<file path="config.mk">
export PLATFORM = sky130hd
export DESIGN_NAME = fdel_name_store
export DESIGN_NICKNAME = d
export VERILOG_FILES = /design/src/sv/assert_macros.svh /design/src/sv/fdel_pkg.sv /design/src/sv/fdel_name_store.sv
export SDC_FILE = /design/constraint.sdc
export NUM_CORES = 2
export LEC_CHECK = 0
export BUFFER_PORTS_ARGS = -buffer_cell sky130_fd_sc_hd__buf_2
export CAP_MARGIN = 10
export CORE_MARGIN = 3
export CORE_UTILIZATION = 35
export DETAILED_ROUTE_END_ITERATION = 8
export GPL_TIMING_DRIVEN = 0
export HOLD_SLACK_MARGIN = 0.03
export PLACE_DENSITY = 0.55
export SLEW_MARGIN = 20
export SYNTH_ARGS = -nofsm -noshare
export SYNTH_HDL_FRONTEND = slang
export SYNTH_SLANG_ARGS = --single-unit
</file>
<file path="constraint.sdc">
create_clock -name clk -period 13.2 [get_ports clk]
set_clock_uncertainty 0.1 [all_clocks]
set_input_delay 0.66 -clock clk [delete_from_list [all_inputs] [get_ports clk]]
set_output_delay 0.66 -clock clk [all_outputs]
set_load 0.01 [all_outputs]
</file>
<file path="src/sv/assert_macros.svh">
// Assertion helpers shared by the lookup RTL.
`ifndef ASSERT_MACROS_SVH
`define ASSERT_MACROS_SVH

// Check a property on every clock edge outside reset.
`define FDEL_ASSERT(lbl, clk, rstn, prop, msg) \
    lbl: assert property (@(posedge clk) disable iff (!rstn) (prop)) else $error(msg);

// Check a property on every clock edge, reset included.
`define FDEL_ASSERT_ALWAYS(lbl, clk, prop, msg) \
    lbl: assert property (@(posedge clk) (prop)) else $error(msg);

`endif

</file>
<file path="src/sv/fdel_pkg.sv">
// ----------------------------------------------------------------------------
// fdel_pkg
// Types, codes and constants of the FAT32 directory entry lookup.
// ----------------------------------------------------------------------------
package fdel_pkg;

    localparam int LFN_CHARS = 13;
    localparam int S_DATA_W  = 304;
    localparam int M_DATA_W  = 136;
    localparam int APB_AW    = 5;
    localparam int APB_DW    = 64;

    // input kinds
    localparam logic [1:0] OP_START = 2'd0;
    localparam logic [1:0] OP_LOAD  = 2'd1;
    localparam logic [1:0] OP_ENTRY = 2'd2;

    // result status
    localparam logic [1:0] ST_SCAN  = 2'd0;
    localparam logic [1:0] ST_FOUND = 2'd1;
    localparam logic [1:0] ST_END   = 2'd2;

    // register indexes
    localparam logic [1:0] REG_BASE     = 2'd0;
    localparam logic [1:0] REG_EXT      = 2'd1;
    localparam logic [1:0] REG_NAME_LEN = 2'd2;

    localparam logic [63:0] BASE_RESET = 64'h2020202020202020;
    localparam logic [23:0] EXT_RESET  = 24'h202020;

    localparam logic [7:0]  ATTR_LFN      = 8'h0F;
    localparam logic [7:0]  SEQ_LAST_MASK = 8'h40;
    localparam logic [5:0]  SEQ_NUM_MASK  = 6'h3F;
    localparam logic [7:0]  DIR_END       = 8'h00;
    localparam logic [7:0]  DIR_DELETED   = 8'hE5;
    localparam logic [7:0]  CASE_GAP      = 8'h20;
    localparam logic [15:0] UNIT_NONE     = 16'h0000;
    localparam logic [15:0] UNIT_PAD      = 16'hFFFF;

    // byte offsets of the 13 name code units inside a long-name entry
    localparam logic [4:0] LFN_OFFSET [LFN_CHARS] = '{
        5'd1, 5'd3, 5'd5, 5'd7, 5'd9,
        5'd14, 5'd16, 5'd18, 5'd20, 5'd22, 5'd24,
        5'd28, 5'd30
    };

    typedef struct packed {
        logic [63:0] base;
        logic [23:0] ext;
        logic [7:0]  name_length;
    } cfg_t;

    typedef struct packed {
        logic [1:0]  op;
        logic [7:0]  char_index;
        logic [7:0]  char_value;
        logic [63:0] w0;
        logic [63:0] w1;
        logic [63:0] w2;
        logic [63:0] w3;
        logic [31:0] sector;
    } item_t;

    typedef struct packed {
        logic [1:0]  status;
        logic [31:0] found_sector;
        logic [7:0]  entry_attr;
        logic [31:0] start_cluster;
        logic [31:0] file_size;
        logic [15:0] mod_time;
        logic [15:0] mod_date;
    } result_t;

    function automatic logic [7:0] fold_upper(input logic [7:0] c);
        if (c >= 8'h61 && c <= 8'h7A) begin
            return c - CASE_GAP;
        end
        return c;
    endfunction

endpackage

</file>
<file path="src/sv/fdel_name_store.sv">
// ----------------------------------------------------------------------------
// fdel_name_store
// Target long-name memory, one row per 13 characters, byte-lane writes.
// ----------------------------------------------------------------------------
module fdel_name_store #(
    parameter int MAX_NAME_CHARS = 256
) (
    input  logic                                  clk,
    input  logic                                  wr_en,
    input  logic [7:0]                            wr_index,
    input  logic [7:0]                            wr_data,
    input  logic                                  rd_en,
    input  logic [$clog2((MAX_NAME_CHARS + fdel_pkg::LFN_CHARS - 1) /
                         fdel_pkg::LFN_CHARS)-1:0] rd_addr,
    output logic [fdel_pkg::LFN_CHARS*8-1:0]      rd_row
);
    import fdel_pkg::*;

    localparam int NR = (MAX_NAME_CHARS + LFN_CHARS - 1) / LFN_CHARS;
    localparam int RAW = $clog2(NR);
    // floor(index / 13) for an 8-bit index, low by at most one
    localparam logic [16:0] RECIP_MUL = 17'd315;
    localparam int RECIP_SHIFT = 12;

    logic [LFN_CHARS*8-1:0] mem [NR];
    logic [16:0] prod;
    logic [4:0]  q0;
    logic [7:0]  r0;
    logic        corr;
    logic [4:0]  row;
    logic [3:0]  lane;
    logic        in_range;

    assign prod     = 17'(wr_index) * RECIP_MUL;
    assign q0       = prod[RECIP_SHIFT +: 5];
    assign r0       = wr_index - 8'(LFN_CHARS * int'(q0));
    assign corr     = int'(r0) >= LFN_CHARS;
    assign row      = q0 + {4'd0, corr};
    assign lane     = corr ? 4'(int'(r0) - LFN_CHARS) : r0[3:0];
    assign in_range = int'(wr_index) < MAX_NAME_CHARS;

    always_ff @(posedge clk) begin
        if (wr_en && in_range) begin
            mem[RAW'(row)][8*lane +: 8] <= wr_data;
        end
    end

    always_ff @(posedge clk) begin
        if (rd_en) begin
            rd_row <= mem[rd_addr];
        end
    end

endmodule

</file>
======== Yosys cells after proc, flatten, opt, wreduce, memory -nomap -nowiden ========
Memory sizes are Yosys's and may differ from the RTL's. A register that Yosys moved wholly into a read port is not among the register bits.
Cells that the tools add are included.
Widths: inputs -> output; s select.
storage, ports and cells
  register bits after elaboration ......... 0
  memory bits (writable) .................. 2,080
  input port bits ......................... 24
  output and inout port bits .............. 104
  logic and storage cells ................. 13
  memories ................................ 1
cells by class
  add/sub/neg operators ................... 4
  multipliers ............................. 2
  $lt $le $gt $ge ......................... 1
  shifts and indexed selects .............. 2
  mux-type cells .......................... 3
memories
  memory  words  bits a word  read ports  clocked after Yosys merged registers in  write ports  line                   text
  mem     20     104          1           1                                        1            fdel_name_store.sv:25  logic [LFN_CHARS*8-1:0] mem [NR];
operators with widths
  cell                      number
  $mux 104                  1
  $shift 8x34->104 const A  1
  $shiftx 8x34->104         1
  $neg 7->34                1
  $mul 8x9->17 const B      1
  $ge 8x4->1 const B        1
  $mul 4x5->8 const A       1
  $sub 8x8->8               1
  $add 5x1->5               1
  $mux 4                    1
  $sub 4x4->4 const B       1
  $mux 1                    1

======== Depth between registers and ports, before layout ========
  depth in word-level cells ............... 8
  depth in mapped cells ................... 41
  gate-level depth less buffers ........... 37

======== Least setup slack after synthesis ========
Ideal clock, no wire load.
  kind .................................... input to register
  from .................................... input port wr_index[6]
  to ...................................... memory mem[0][42] (netlist bit), data pin
  setup time .............................. 357 ps
  arrival time ............................ 9,648 ps
  path slack .............................. 3,096 ps
  stages .................................. 39
  buffers on the path ..................... 5
  cell sequence ........................... inv_1 -> ha_1 -> xnor2_1 -> ha_1 -> fa_1 -> inv_1 -> fa_1 -> inv_1 -> ha_1 -> a2111o_1 -> a211oi_2 -> a221oi_1 -> o21ai_2 -> nand2b_1 -> xor2_1 -> ha_1 -> inv_1 -> fa_1 -> [... 3 more ...] -> ha_1 -> a211oi_1 -> nor2_1 -> nor4_1 -> o211a_1 -> nand3_1 -> xnor2_2 -> buf_2 -> buf_2 -> ha_1 -> clkbuf_1 -> nand3_1 -> or3_1 -> o311a_1 -> and3_1 -> clkbuf_1 -> clkbuf_1 -> nor3_1
between the ends
  longest elaborated chain between the ends .. 7
  elaborated cells on any way between the ends .. 8
RTL lines
  element                                    line                                          text
  start, declared                            fdel_name_store.sv:10                         input logic [7:0] wr_index,
  $mul 8x9->17                               fdel_name_store.sv:34                         assign prod = 17'(wr_index) * RECIP_MUL;
  $mul 4x5->8                                fdel_name_store.sv:36                         assign r0 = wr_index - 8'(LFN_CHARS * int'(q0));
  $sub 8x8->8 (*)                            fdel_name_store.sv:36
  $ge 8x4->1 or $sub 4x4->4 (tied branches)  fdel_name_store.sv:37, fdel_name_store.sv:39
  $mux 4 (*)                                 fdel_name_store.sv:39                         assign lane = corr ? 4'(int'(r0) - LFN_CHARS) : r0[3:0];
  $neg 7->34 (*)                             fdel_name_store.sv:44                         mem[RAW'(row)][8*lane +: 8] <= wr_data;
  $shiftx 8x34->104 (*)                      fdel_name_store.sv:44
  end, declared                              fdel_name_store.sv:25
Every way passes the cells marked *; elsewhere a longest branch is shown, timed or not.

======== Final worst setup path ========
  from .................................... input port wr_index[6]
  to ...................................... memory mem[16][11] (netlist bit) (enable)
between the ends
  longest elaborated chain between the ends .. 8
  elaborated cells on any way between the ends .. 10
RTL lines
  element                                    line
  $mul 8x9->17                               fdel_name_store.sv:34
  $mul 4x5->8                                fdel_name_store.sv:36
  $sub 8x8->8                                fdel_name_store.sv:36
  $ge 8x4->1 or $sub 4x4->4 (tied branches)  fdel_name_store.sv:37, fdel_name_store.sv:39
  $mux 4                                     fdel_name_store.sv:39
  $neg 7->34                                 fdel_name_store.sv:44
  $shift 8x34->104                           fdel_name_store.sv:44
  $mux 104 (implied by the code)             fdel_name_store.sv:44
Parallel ways exist; a longest one is shown, timed or not.

==> key figures <==
Layout
  • Share of layout cells above drive strength 1: 34.7%
  • Post-Layout Cell Count: 7,900
  • Design Area, Final: roughly 100,000 µm²
  • Synth-to-layout area growth: 16.4%
  • Nets: 4,501

Die
  • Starting Density: between 30% and 40%
  • Die X: 504 µm
  • FP Rows: 182
  • Die Ht: about 500 µm
  • Core area: approximately 250,000 µm²
  • I/O pin count: 128
  • Area of the die: 254,000 µm²

STA
  • Final setup viols: 0
  • Slew margin rel.: a little over a fifth
  • Slew @ Worst Pin: about 1.2 ns
  • Fmax: 80.7 MHz
  • Setup TNS: 0 ns
  • Post-route setup slack: 0.813 ns
  • Min Tclk post-route: around 12 ns
  • Unrepaired setup endpoints after global routing: no
  • Max-slew violations: 0
  • Final Cycle Share: between 90% and 100%
  • Final Hold Fails: 0

Route
  • WL met3: between 15,000 and 20,000 µm
  • Met2 routed WL: 108,000 µm
  • Post-route ant nets: 0
  • First DRT Iteration DRCs: ~4,800
  • Via count: approximately 42,000
  • Final routed DRC violation total: 0
  • Routed wire length: between 200,000 and 250,000 µm
  • WL met1: around 97,000 µm
  • Routed WL per cell: about 29 µm
  • Vias per Instance: 5.31
  • TritonRoute pass-1 iters: 5
  • Top routing layer used: met5

Logic synthesis
  • Synth top area cells: edfxtp_1 (76%), mux4_2 (16%), mux2_2 (1.4%)
  • Post-synthesis sequential area ratio: around three quarters
  • Post-Syn Area: between 80,000 and 90,000 µm²
  • Synth cell count leaders: edfxtp_1 (2,184), mux4_2 (624), nor2_1 (196)
  • Mapped Cells: 3,922
  • Post-synth net total: approximately 4,000
  • Synth top area share: roughly three quarters
  • Register bit total from synthesis: ~2,200
  • Most common flop cell mapped by yosys: edfxtp_1
  • Unique cell type count in the Yosys netlist: slightly below 70
  • Synth area leader: edfxtp_1
  • Cell with the most instances after synthesis: edfxtp_1
  • Post-synth EDFFs: 2,184
  • Avg Inst Size Synth: 22.1 µm²
  • Ys async rst share: 0%
  • Ys Warns: 0

Clocking
  • TritonCTS buffer count: approximately 220
  • # H-tree levels: 4
  • CTS max path bufs: 3
  • Clock Pin Slew Worst Setup and Hold Paths: approximately 0.06 ns
  • CTS tree: built
  • Hold Buf Count CTS: 0
  • CTS resizes: 0
  • Clock sinks: roughly 2,200
  • Clock root buffer: clkbuf_16
  • Post-CTS Setup Bufs: 0
  • Worst-skew pair later-pin latency: a little under 0.9 ns

Min path
  • Class of the worst hold path: in -> reg

Global routing
  • Initial antenna violation count: 34
  • Largest net degree at the start of global routing: 56
  • Global Route Usage Sum: between 10% and 20%
  • Vias in the first global route: approximately 43,000
  • First-pass GRT wire length: 326,000 µm
  • Grt total ovfl: 0

Place
  • IO Port Bufs: around 120
  • GPL Wtd Cong: 0.802
  • Placed cell areas: slightly above 90,000 µm²
  • DP Wirelength: approximately 160,000 µm
  • Dpl cells: around 7,500
  • Setup WS pre-CTS: 0.134 ns

Setup path
  • Critical setup path kind: in -> reg
  • Critical Path AT: roughly 13 ns
  • Worst stage delay on the critical path: 0.91 ns
  • Critical-path top delay cell: nor2_1
  • Critical Path Fanout Max: 10
  • Critical path launch point type: primary input
  • Req. time, crit path: 13.59 ns
  • Setup crit end kind: flop

Run status
  • Status: finished clean

Run
  • Max-cap violation count: 0
## layout by cell type, fill, tap and decap left out, types with 13 or more instances in the layout
cell type	synthesis	routed
clkbuf_16	0	220
bufinv_16	0	33
clkbuf_1	134	147
buf_4	7	95
ha_1	68	68
nand3b_1	20	20
nand4_1	19	19
edfxtp_1	2184	2184
clkinv_1	0	47
mux4_2	624	624
buf_1	53	37
nand2_1	44	44
fa_1	22	22
mux2_2	105	105
clkinv_2	0	51
buf_2	30	160
xnor2_1	13	13
clkbuf_2	3	26
nor3_2	20	152
nand2b_1	21	21
buf_6	2	22
nor2_1	196	173
inv_1	61	61
nor2_2	0	23
and3_1	36	36
## layout make-up
cell class                      count  area (µm²)
Clock inverter                    161        1880
Buffer                            229         986
Fill cell                       21600      145000
Timing Repair Buffer              244        1800
Tap cell                         3312        4140
Clock buffer                      250        5620
Inverter                           61         229
Antenna cell                       11        27.5
Multi-Input combinational cell   1448       20800
Sequential cell                  2184       65600
## per-layer routing
| metal | up-vias | global-route usage (%) |
|---|---|---|
| met1 | 22600 | 25.3 |
| met2 | 1591 | 28.1 |
| met4 | 2 | 5.51 |
| met3 | 384 | 3.60 |
| met5 | - | 0 |
| li1 | 17400 | - |
## registers in the layout, summed over array words and instances, names as in the netlist
signal,flops
mem,2080
rd_row,104
## critical path, delay by kind of cell
family                     cells  cell delay [ns]
AOI/OAI and AO/OA              6             1.57
and+or+nand+nor                7             2.19
adders and majority gates     10             3.75
xor gates and xnor gates       5             1.55
buffers and inverters         11             2.23
muxes                          1             0.75
## logic make-up after synthesis
| group | synth area share, % |
|---|---|
| muxes | 17.6 |
| and+or+nand+nor | 3.26 |
| adders and majority gates | 1.49 |
| DFF | 75.5 |
| xor gates and xnor gates | 0.265 |
| buffers and inverters | 1.35 |
| AOI/OAI and AO/OA | 0.568 |
## through the flow
stage / util (%) / hold slack (ns)
after floorplan: - / 0.632
after global placement: 37.2 / 0.644
after detailed placement: 38.0 / 0.645
after CTS: 41.0 / 0.0822
after global routing: 41.0 / 0.112
final: 41.0 / 0.126
## worst paths after layout
kind	startpoint	to	slack [ns]	depth (start not counted)
worst max-delay path	wr_index[6]	mem[16][11]	0.81	40
worst min-delay path	rd_en	rd_row[80]	0.13	1
worst max register to register	mem[3][6]	rd_row[6]	11.07	3
worst min register to register	mem[18][102]	rd_row[102]	0.64	2
Power is not shown: default switching activity piles up to over one toggle a cycle in this logic, so the estimate is an artifact.
