--- src/sv/assert_macros.svh ---
// Assertion helpers shared by the lookup RTL.
`ifndef ASSERT_MACROS_SVH
`define ASSERT_MACROS_SVH

// Check a property on every clock edge outside reset.
`define FDEL_ASSERT(lbl, clk, rstn, prop, msg) \
    lbl: assert property (@(posedge clk) disable iff (!rstn) (prop)) else $error(msg);

// Check a property on every clock edge, reset included.
`define FDEL_ASSERT_ALWAYS(lbl, clk, prop, msg) \
    lbl: assert property (@(posedge clk) (prop)) else $error(msg);

`endif

--- src/sv/fdel_pkg.sv ---
// ----------------------------------------------------------------------------
// fdel_pkg
// Types, codes and constants of the FAT32 directory entry lookup.
// ----------------------------------------------------------------------------
package fdel_pkg;

    localparam int LFN_CHARS = 13;
    localparam int S_DATA_W  = 304;
    localparam int M_DATA_W  = 136;
    localparam int APB_AW    = 5;
    localparam int APB_DW    = 64;

    // input kinds
    localparam logic [1:0] OP_START = 2'd0;
    localparam logic [1:0] OP_LOAD  = 2'd1;
    localparam logic [1:0] OP_ENTRY = 2'd2;

    // result status
    localparam logic [1:0] ST_SCAN  = 2'd0;
    localparam logic [1:0] ST_FOUND = 2'd1;
    localparam logic [1:0] ST_END   = 2'd2;

    // register indexes
    localparam logic [1:0] REG_BASE     = 2'd0;
    localparam logic [1:0] REG_EXT      = 2'd1;
    localparam logic [1:0] REG_NAME_LEN = 2'd2;

    localparam logic [63:0] BASE_RESET = 64'h2020202020202020;
    localparam logic [23:0] EXT_RESET  = 24'h202020;

    localparam logic [7:0]  ATTR_LFN      = 8'h0F;
    localparam logic [7:0]  SEQ_LAST_MASK = 8'h40;
    localparam logic [5:0]  SEQ_NUM_MASK  = 6'h3F;
    localparam logic [7:0]  DIR_END       = 8'h00;
    localparam logic [7:0]  DIR_DELETED   = 8'hE5;
    localparam logic [7:0]  CASE_GAP      = 8'h20;
    localparam logic [15:0] UNIT_NONE     = 16'h0000;
    localparam logic [15:0] UNIT_PAD      = 16'hFFFF;

    // byte offsets of the 13 name code units inside a long-name entry
    localparam logic [4:0] LFN_OFFSET [LFN_CHARS] = '{
        5'd1, 5'd3, 5'd5, 5'd7, 5'd9,
        5'd14, 5'd16, 5'd18, 5'd20, 5'd22, 5'd24,
        5'd28, 5'd30
    };

    typedef struct packed {
        logic [63:0] base;
        logic [23:0] ext;
        logic [7:0]  name_length;
    } cfg_t;

    typedef struct packed {
        logic [1:0]  op;
        logic [7:0]  char_index;
        logic [7:0]  char_value;
        logic [63:0] w0;
        logic [63:0] w1;
        logic [63:0] w2;
        logic [63:0] w3;
        logic [31:0] sector;
    } item_t;

    typedef struct packed {
        logic [1:0]  status;
        logic [31:0] found_sector;
        logic [7:0]  entry_attr;
        logic [31:0] start_cluster;
        logic [31:0] file_size;
        logic [15:0] mod_time;
        logic [15:0] mod_date;
    } result_t;

    function automatic logic [7:0] fold_upper(input logic [7:0] c);
        if (c >= 8'h61 && c <= 8'h7A) begin
            return c - CASE_GAP;
        end
        return c;
    endfunction

endpackage

--- src/sv/fdel_cfg_regs.sv ---
// ----------------------------------------------------------------------------
// fdel_cfg_regs
// APB register file: target 8.3 name and target long-name length.
// ----------------------------------------------------------------------------
module fdel_cfg_regs (
    input  logic                         aclk,
    input  logic                         aresetn,
    input  logic                         psel,
    input  logic                         penable,
    input  logic                         pwrite,
    input  logic [fdel_pkg::APB_AW-1:0]  paddr,
    input  logic [fdel_pkg::APB_DW-1:0]  pwdata,
    output logic [fdel_pkg::APB_DW-1:0]  prdata,
    output fdel_pkg::cfg_t               cfg
);
    import fdel_pkg::*;

    logic [1:0]  reg_idx;
    logic        wr_en;
    logic [63:0] base_reg;
    logic [23:0] ext_reg;
    logic [7:0]  name_len_reg;

    assign reg_idx = paddr[4:3];
    assign wr_en   = psel && penable && pwrite;

    always_ff @(posedge aclk) begin
        if (!aresetn) begin
            base_reg     <= BASE_RESET;
            ext_reg      <= EXT_RESET;
            name_len_reg <= '0;
        end else if (wr_en) begin
            unique case (reg_idx)
                REG_BASE:     base_reg     <= pwdata;
                REG_EXT:      ext_reg      <= pwdata[23:0];
                REG_NAME_LEN: name_len_reg <= pwdata[7:0];
                default: ;
            endcase
        end
    end

    always_comb begin
        unique case (reg_idx)
            REG_BASE:     prdata = base_reg;
            REG_EXT:      prdata = {40'd0, ext_reg};
            REG_NAME_LEN: prdata = {56'd0, name_len_reg};
            default:      prdata = '0;
        endcase
    end

    assign cfg.base        = base_reg;
    assign cfg.ext         = ext_reg;
    assign cfg.name_length = name_len_reg;

endmodule

--- config.mk ---
export PLATFORM = sky130hd
export DESIGN_NAME = fdel_cfg_regs
export DESIGN_NICKNAME = d
export VERILOG_FILES = /design/src/sv/assert_macros.svh /design/src/sv/fdel_pkg.sv /design/src/sv/fdel_cfg_regs.sv
export SDC_FILE = /design/constraint.sdc
export NUM_CORES = 1
export LEC_CHECK = 0
export BUFFER_PORTS_ARGS = -buffer_cell sky130_fd_sc_hd__buf_2
export CORE_MARGIN = 3
export CORE_UTILIZATION = 40
export DETAILED_ROUTE_END_ITERATION = 12
export HOLD_SLACK_MARGIN = 0.15
export PLACE_DENSITY = 0.7
export SYNTH_ARGS = -nofsm -noshare
export SYNTH_HDL_FRONTEND = slang
export SYNTH_SLANG_ARGS = --single-unit
--- constraint.sdc ---
create_clock -name aclk -period 2.5 [get_ports aclk]
set_input_delay 0.25 -clock aclk [delete_from_list [all_inputs] [get_ports aclk]]
set_output_delay 0.25 -clock aclk [all_outputs]
set_load 0.02 [all_outputs]
Yosys cells after proc, flatten, opt, wreduce, memory -nomap -nowiden
Index checks and enable logic that the tools add are counted.
{"block": "totals", "elab_cells": 12, "out_inout_bits": 160, "input_bits": 74, "ff_bits": 96}
{"block": "op_classes", "eq_ne": 2, "mux": 1, "n_reduce_logical": 6}
{"cell": "one-hot mux 64 bit (3 select lines)", "count": 1}
{"cell": "AND reduction 2 bit", "count": 3}
{"cell": "== test 2 x 1 -> 1 bit (second input constant)", "count": 1}
{"cell": "== test 2 bit (second input constant)", "count": 1}
{"cell": "logical AND 1 bit", "count": 2}
{"cell": "zero test 2 bit", "count": 1}

Depth between registers and ports, before layout
Gate-level depths: netlist of the first run.
{"block": "depth", "word_depth": 3, "mapped_depth": 5, "mapped_depth_nobuf": 3}

Worst setup path before layout of the first run
OpenSTA, ideal clock, no wires.
{"block": "synth_path", "kind": "input to output", "from": "input port paddr[3] (netlist name)", "to": "output port prdata[29] (netlist name)", "path_buffers": 3, "stages": 4, "slack_ns": 1.017, "arrival_time_ns": 1.233, "path_cell_list": "buf_2 buf_4 buf_2 nor3_1"}
{"block": "synth_between", "elab_chain_len": 2, "word_cells_on_any_way": 4}
{"element": "start: declaration", "line": "fdel_cfg_regs.sv:11", "text": "input logic [fdel_pkg::APB_AW-1:0] paddr,"}
{"element": "== test 2 bit, or another cell as far along", "line": "fdel_cfg_regs.sv:43", "text": "unique case (reg_idx)"}
{"element": "one-hot mux 64 bit (3 select lines) *", "line": "fdel_cfg_regs.sv:43"}
{"element": "end: declaration", "line": "fdel_cfg_regs.sv:13", "text": "output logic [fdel_pkg::APB_DW-1:0] prdata,"}
Every way passes the cells marked *; elsewhere a longest branch is shown, timed or not.

Worst setup path in the final report of the first run
{"block": "layout_path", "from": "input port paddr[4] (netlist name)", "to": "output port prdata[2] (netlist name)"}
Same word-level chain as after synthesis.

==> impl_summary.log, run 1 <==
INFO  metric synthesis.yosys.warnings = 0
INFO  metric switching_part_of_the_total = 0.254
INFO  metric io_buffers = 230
INFO  metric clk_pin_slew = 90 ps
INFO  metric power_switching = 0.000702 W
INFO  metric clk-insertion-delay-late = 340 ps
INFO  metric yosysSeqAreaShare = 0.436
INFO  metric finalWorstPathRequiredPeriod = 1680 ps
INFO  metric number_of_synthesized_register_bits = 96
INFO  metric design.final.nets = 821
INFO  metric cts.path.max_buffers = 2
INFO  metric startpoint_type = primary input
INFO  metric postCtsSetupRepairBufs = 0
INFO  metric critPathKind = primary input to output port
INFO  metric area_of_the_die = 12300 sq um
INFO  metric cts_buffers = 9
INFO  metric run_status = completed
INFO  metric detail_route.wl_per_cell = 14.4 microns
INFO  metric cts_root_buffer = clkbuf_8
INFO  metric rsz0062_at_grt = false
INFO  metric maximum_fanout_along_the_worst_path = 15
INFO  metric grt.overflow.total = 0
INFO  metric final_antenna_net_count = 0
INFO  metric critical_path_arrival = 1430 ps
INFO  metric power_density_cells = 446 nW/um^2
INFO  metric avgSynthCellArea = 8.90 sq um
INFO  metric drive_gt1_frac = 0.346
INFO  metric n_antenna_cell = 0
INFO  metric r2r_setup_slack = 1820 ps
INFO  metric endpoint_kind = output port
INFO  metric synthDistinctLibCells = 19
INFO  metric syn_inst = 495
INFO  metric min-delay-path-class = primary input to register
INFO  metric report.final.hold_viol_count = 0
INFO  metric internal-power = 0.00207 W
INFO  metric fp.dieH = 111 microns
INFO  metric final.period_utilization = 0.672
INFO  metric grt_pass1_wl = 20800 microns
INFO  metric remaining_drc_errors = 0
INFO  metric std_cell_rows = 37
INFO  metric firstDrtPassIters = 6
INFO  metric global_placement_routability_congestion = 0.944
INFO  metric hpwlAfterDp = 8790 microns
INFO  metric seq_power_share = 0.565
INFO  metric starting_density_of_the_core = 0.419
INFO  metric chipWidth = 111 microns
INFO  metric post_synth_top_area_cell = dfxtp_1
INFO  metric postSynthNetCount = 569
INFO  metric netlist_area = 4410 sq um
INFO  metric total_negative_setup_slack = 0 ps
INFO  metric ys_top_cells_by_area = dfxtp_1 44%, mux2i_1 26%, nand2_1 13%
INFO  metric comb_pwr_share = 0.130
INFO  metric cts_sinks = 96
INFO  metric slew_viol_final = 0
INFO  metric grt_pass1_vias = 4257
INFO  metric timing.fmax = 0.595 GHz
INFO  metric setup_violations = 0
INFO  metric deepest_level_of_the_cts_h_tree = 3
INFO  metric share_of_power_burned_in_the_clock_network = 0.305
INFO  metric drt-initial-drc-count = 234
INFO  metric max_cap_violations = 0
INFO  metric vdd_drop_max = 262 uV
INFO  metric antenna_violations_before_repair = 0
INFO  metric synthToLayoutAreaGrowth = 41.0%
INFO  metric p_leak = 3.15 nW
INFO  metric cts_tree = done
INFO  metric slew_headroom = 0.581
INFO  metric timing.critical_path.required = 2250 ps
INFO  metric wirelength = 12700 microns
INFO  metric globalRouteTotalUtil = 0.201
INFO  metric coreArea = 10500 sq um
INFO  metric flip_flop_count_of_the_largest_register_after_layout = 64
INFO  metric clock-skew-final = 0 ps
INFO  metric pin_count_of_the_biggest_net_entering_global_routing = 65
INFO  metric synthDominantCellAreaShare = 0.436
INFO  metric pin_count = 234
INFO  metric transition_at_the_pin_with_the_smallest_max_transition_slack = 627 ps
INFO  metric total_power = 0.00277 W
INFO  metric vias_per_cell = 4.81
INFO  metric routed-via-count = 4267
[stage by stage]
stage	util	cell area, sq um	setup WS, ps	hold slack, ps	std cells
2_1_floorplan	-	4410	1020	392	495
3_3_place_gp	0.536	5640	872	453	830
3_5_place_dp	0.536	5640	808	461	830
4_1_cts	0.591	6210	809	155	887
5_1_grt	0.591	6210	636	161	887
6_report	0.591	6210	819	175	887
[final timing paths]
check,start,end,cells past startpoint
worst max register to register,base_reg[19]$_SDFFE_PN0P_,base_reg[19]$_SDFFE_PN0P_,2
worst min-delay path,pwdata[11],ext_reg[11]$_SDFFE_PN0P_,3
worst min register to register,base_reg[8]$_SDFFE_PN0P_,base_reg[8]$_SDFFE_PN0P_,2
worst max-delay path,paddr[4],prdata[2],5
[layout by cell type (no fill, tap or decap)]
cell | netlist | routed
nand3_2 | 1 | 1
buf_4 | 6 | 6
o21ai_0 | 8 | 8
inv_1 | 5 | 5
dfxtp_1 | 96 | 96
clkinv_2 | 0 | 3
buf_12 | 2 | 4
buf_2 | 7 | 229
o211ai_1 | 5 | 5
nor3_2 | 0 | 1
nor2b_1 | 10 | 10
nand2_1 | 150 | 150
nor2_1 | 17 | 17
mux2i_1 | 115 | 115
and2_1 | 35 | 35
or4b_2 | 5 | 5
clkinvlp_4 | 0 | 1
nor3_1 | 6 | 5
clkbuf_1 | 24 | 2
or3b_1 | 1 | 1
clkbuf_8 | 0 | 9
dlygate4sd3_1 | 0 | 42
nor3b_2 | 0 | 1
[cell families (layout without fill, tap and decap cells)]
logic type | Yosys count | count (layout) | share of synthesized area
DFF | 96 | 96 | 0.436
AOI/OAI and AO/OA | 13 | 13 | 0.0176
muxes | 115 | 115 | 0.261
buffers and inverters | 45 | 301 | 0.0545
and+or+nand+nor | 226 | 226 | 0.230
[cell type report]
class / instances / area, sq um
timing repair buffer: 281 / 1690
tap: 136 / 170
inverter: 5 / 18.8
fill: 926 / 4300
sequential: 96 / 1920
clock inverter: 4 / 22.5
clock buffer: 11 / 131
multi-input combinational: 354 / 2250
[timing repair]
item / in CTS / in global routing
hold endpoints to repair: 45 / 0
gates resized for setup: 0 / 0
hold buffers: 42 / 0
[power by group through the flow]
stage                     combinational, W  clock [W]  sequential, W
after floorplan                   0.000161          0        0.00162
after global placement            0.000299          0        0.00160
after detailed placement          0.000307          0        0.00160
after CTS                         0.000360   0.000889        0.00156
after global routing              0.000391   0.000942        0.00157
final                             0.000359   0.000844        0.00156
[cells in the mapped netlist (all sizes together)]
cell    instances
and2           35
buf            16
clkbuf         24
dfxtp          96
inv             5
mux2i         115
nand2         150
nand3           1
nor2           17
nor2b          10
nor3            6
nor3b           1
o211ai          5
o21ai           8
or3b            1
or4b            5
[routing by layer]
metal	track usage	part of all wire	wire (microns)
met4	0.0722	0.019	240
met1	0.232	0.42	5350
met5	0	0	0
met3	0.0382	0.066	838
met2	0.367	0.50	6310
[critical path, stage by stage]
cell     delay [ps]
buf_2           230
nor2b_1         560
nand2_1         100
o21ai_0          90
buf_2           190
No activity file was read; power rests on OpenSTA's default activity.
==> inputs of run 2 (changes only) <==
==> constraint.sdc (replaced) <==
create_clock -name aclk -period 1.56 [get_ports aclk]
set_input_delay 0.156 -clock aclk [delete_from_list [all_inputs] [get_ports aclk]]
set_output_delay 0.156 -clock aclk [all_outputs]
set_load 0.02 [all_outputs]
==> run 2 against run 1 <==
Against the previous run:
- wire length rose by 2.6%
- power rose by 71%
- sequential share of layout area fell by 1.3 points
==> impl_summary.log, run 2 (same netlist as run 1, synthesis figures left out) <==
INFO  metric firstDrtPassIters = 4
INFO  metric hpwlAfterDp = 8910 microns
INFO  metric synthToLayoutAreaGrowth = 47.3%
INFO  metric timing.critical_path.required = 1400 ps
INFO  metric pin_count = 234
INFO  metric critical-path-top-delay-family = flip-flops
INFO  metric drive_gt1_frac = 0.346
INFO  metric grt.overflow.total = 0
INFO  metric coreArea = 10500 sq um
INFO  metric clk-insertion-delay-late = 350 ps
INFO  metric cp_cell_sequence = mux2i_1 -> o21ai_0 -> buf_2
INFO  metric endpoint_kind = output port
INFO  metric max_cap_violations = 0
INFO  metric globalRouteTotalUtil = 0.209
INFO  metric min-delay-path-class = primary input to register
INFO  metric clock-skew-final = 0 ps
INFO  metric n_fill_cell = 886
INFO  metric commonest_non_fill_non_tap_cell_in_the_layout = buf_2
INFO  metric finalWorstPathRequiredPeriod = 1360 ps
INFO  metric vias_per_cell = 4.80
INFO  metric grt_pass1_vias = 4358
INFO  metric cts_sinks = 96
INFO  metric n_antenna_cell = 0
INFO  metric routed-via-count = 4366
INFO  metric vdd_drop_max = 544 uV
INFO  metric area_of_the_die = 12300 sq um
INFO  metric total_negative_setup_slack = 0 ps
INFO  metric reg2reg_depth = 2
INFO  metric drt-initial-drc-count = 254
INFO  metric grt_pass1_wl = 21700 microns
INFO  metric power_density_cells = 730 nW/um^2
INFO  metric worst-path-buf-inv = 1
INFO  metric cts.path.max_buffers = 2
INFO  metric global_placement_routability_congestion = 0.901
INFO  metric cts_buffers = 9
INFO  metric design.final.nets = 843
INFO  metric post_cts_resized = 0
INFO  metric cpPeakStageDelay = 370 ps
INFO  metric std_cell_rows = 37
INFO  metric min_delay_path_depth = 3
INFO  metric fp.dieH = 111 microns
INFO  metric total_power = 0.00473 W
INFO  metric final_antenna_net_count = 0
INFO  metric report.final.hold_viol_count = 0
INFO  metric starting_density_of_the_core = 0.419
INFO  metric pin_count_of_the_biggest_net_entering_global_routing = 55
INFO  metric flip_flop_count_of_the_largest_register_after_layout = 64
INFO  metric postPlaceCellArea = 5700 sq um
INFO  metric final.period_utilization = 0.872
INFO  metric critical_path.slowest_cell = dfxtp_1
INFO  metric critical_path_arrival = 1200 ps
INFO  metric slew_headroom = 0.711
INFO  metric cts_root_buffer = clkbuf_8
INFO  metric clk_pin_slew = 100 ps
INFO  metric run_status = completed
INFO  metric slew_viol_final = 0
INFO  metric rsz0062_at_grt = false
INFO  metric setup_violations = 0
INFO  metric final-seq-area = 1920 sq um
INFO  metric p_leak = 3.28 nW
INFO  metric startpoint_type = register
INFO  metric remaining_drc_errors = 0
INFO  metric finalInstanceArea = 6490 sq um
INFO  metric maximum_fanout_along_the_worst_path = 3
INFO  metric mostFrequentLayoutCells = 229 x buf_2, 150 x nand2_1, 115 x mux2i_1
INFO  metric multiInputGateArea = 2250 sq um
INFO  metric timing.fmax = 0.736 GHz
INFO  metric transition_at_the_pin_with_the_smallest_max_transition_slack = 433 ps
INFO  metric cp.depth = 3
INFO  metric deepest_level_of_the_cts_h_tree = 3
INFO  metric postCtsSetupRepairBufs = 0
INFO  metric io_buffers = 230
INFO  metric critPathKind = register to output port
INFO  metric wirelength = 13100 microns
INFO  metric cts_tree = done
INFO  metric detail_route.wl_per_cell = 14.4 microns
INFO  metric antenna_violations_before_repair = 0
INFO  metric chipWidth = 111 microns
run 2: final timing paths:
check        slack (ps)                   endpoint                      start
max                 200                  prdata[1]   base_reg[1]$_SDFFE_PN0P_
min                 210  base_reg[37]$_SDFFE_PN1P_                 pwdata[37]
max reg2reg         890  base_reg[61]$_SDFFE_PN1P_  base_reg[61]$_SDFFE_PN1P_
min reg2reg         470  base_reg[59]$_SDFFE_PN0P_  base_reg[59]$_SDFFE_PN0P_
run 2: metrics by stage:
stage	util	worst slack (ps)	instances	hold WS, ps
floorplan	-	265	495	298
global placement	0.542	220	835	403
detailed placement	0.542	178	835	411
CTS	0.617	197	910	195
global route	0.617	84.7	910	200
finish	0.617	200	910	213
run 2: repair_timing:
| action | in CTS | in global routing |
|---|---|---|
| setup endpoints to repair | 0 | 0 |
| hold buffers | 59 | 0 |
| endpoints found under the hold margin | 91 | 0 |
run 2: area by class of cell:
type | count | share of cell area
multi-input combinational | 354 | 0.347
timing repair buffer | 303 | 0.297
sequential | 96 | 0.296
tap | 136 | 0.0262
clock buffer | 12 | 0.0255
clock inverter | 4 | 0.00540
inverter | 5 | 0.00289
run 2: report_power, final:
part           switching, W  internal [W]
registers         0.0000256       0.00248
clock network      0.000876      0.000729
logic              0.000321      0.000300
total               0.00122       0.00351
run 2: layer usage:
metal  vias to the layer above  global-route usage  share of wire
li1                       2158                   -              -
met1                      2027               0.244           0.42
met2                       163               0.380           0.50
met3                        18              0.0573          0.066
met4                         0              0.0435          0.014
met5                         -                   0              0
run 2: worst min-delay path, delay by kind of cell:
family                 cells  cell delay (ps)
AO/OA/AOI/OAI              1               80
AND/OR/NAND/NOR            1              190
buffers and inverters      1              100
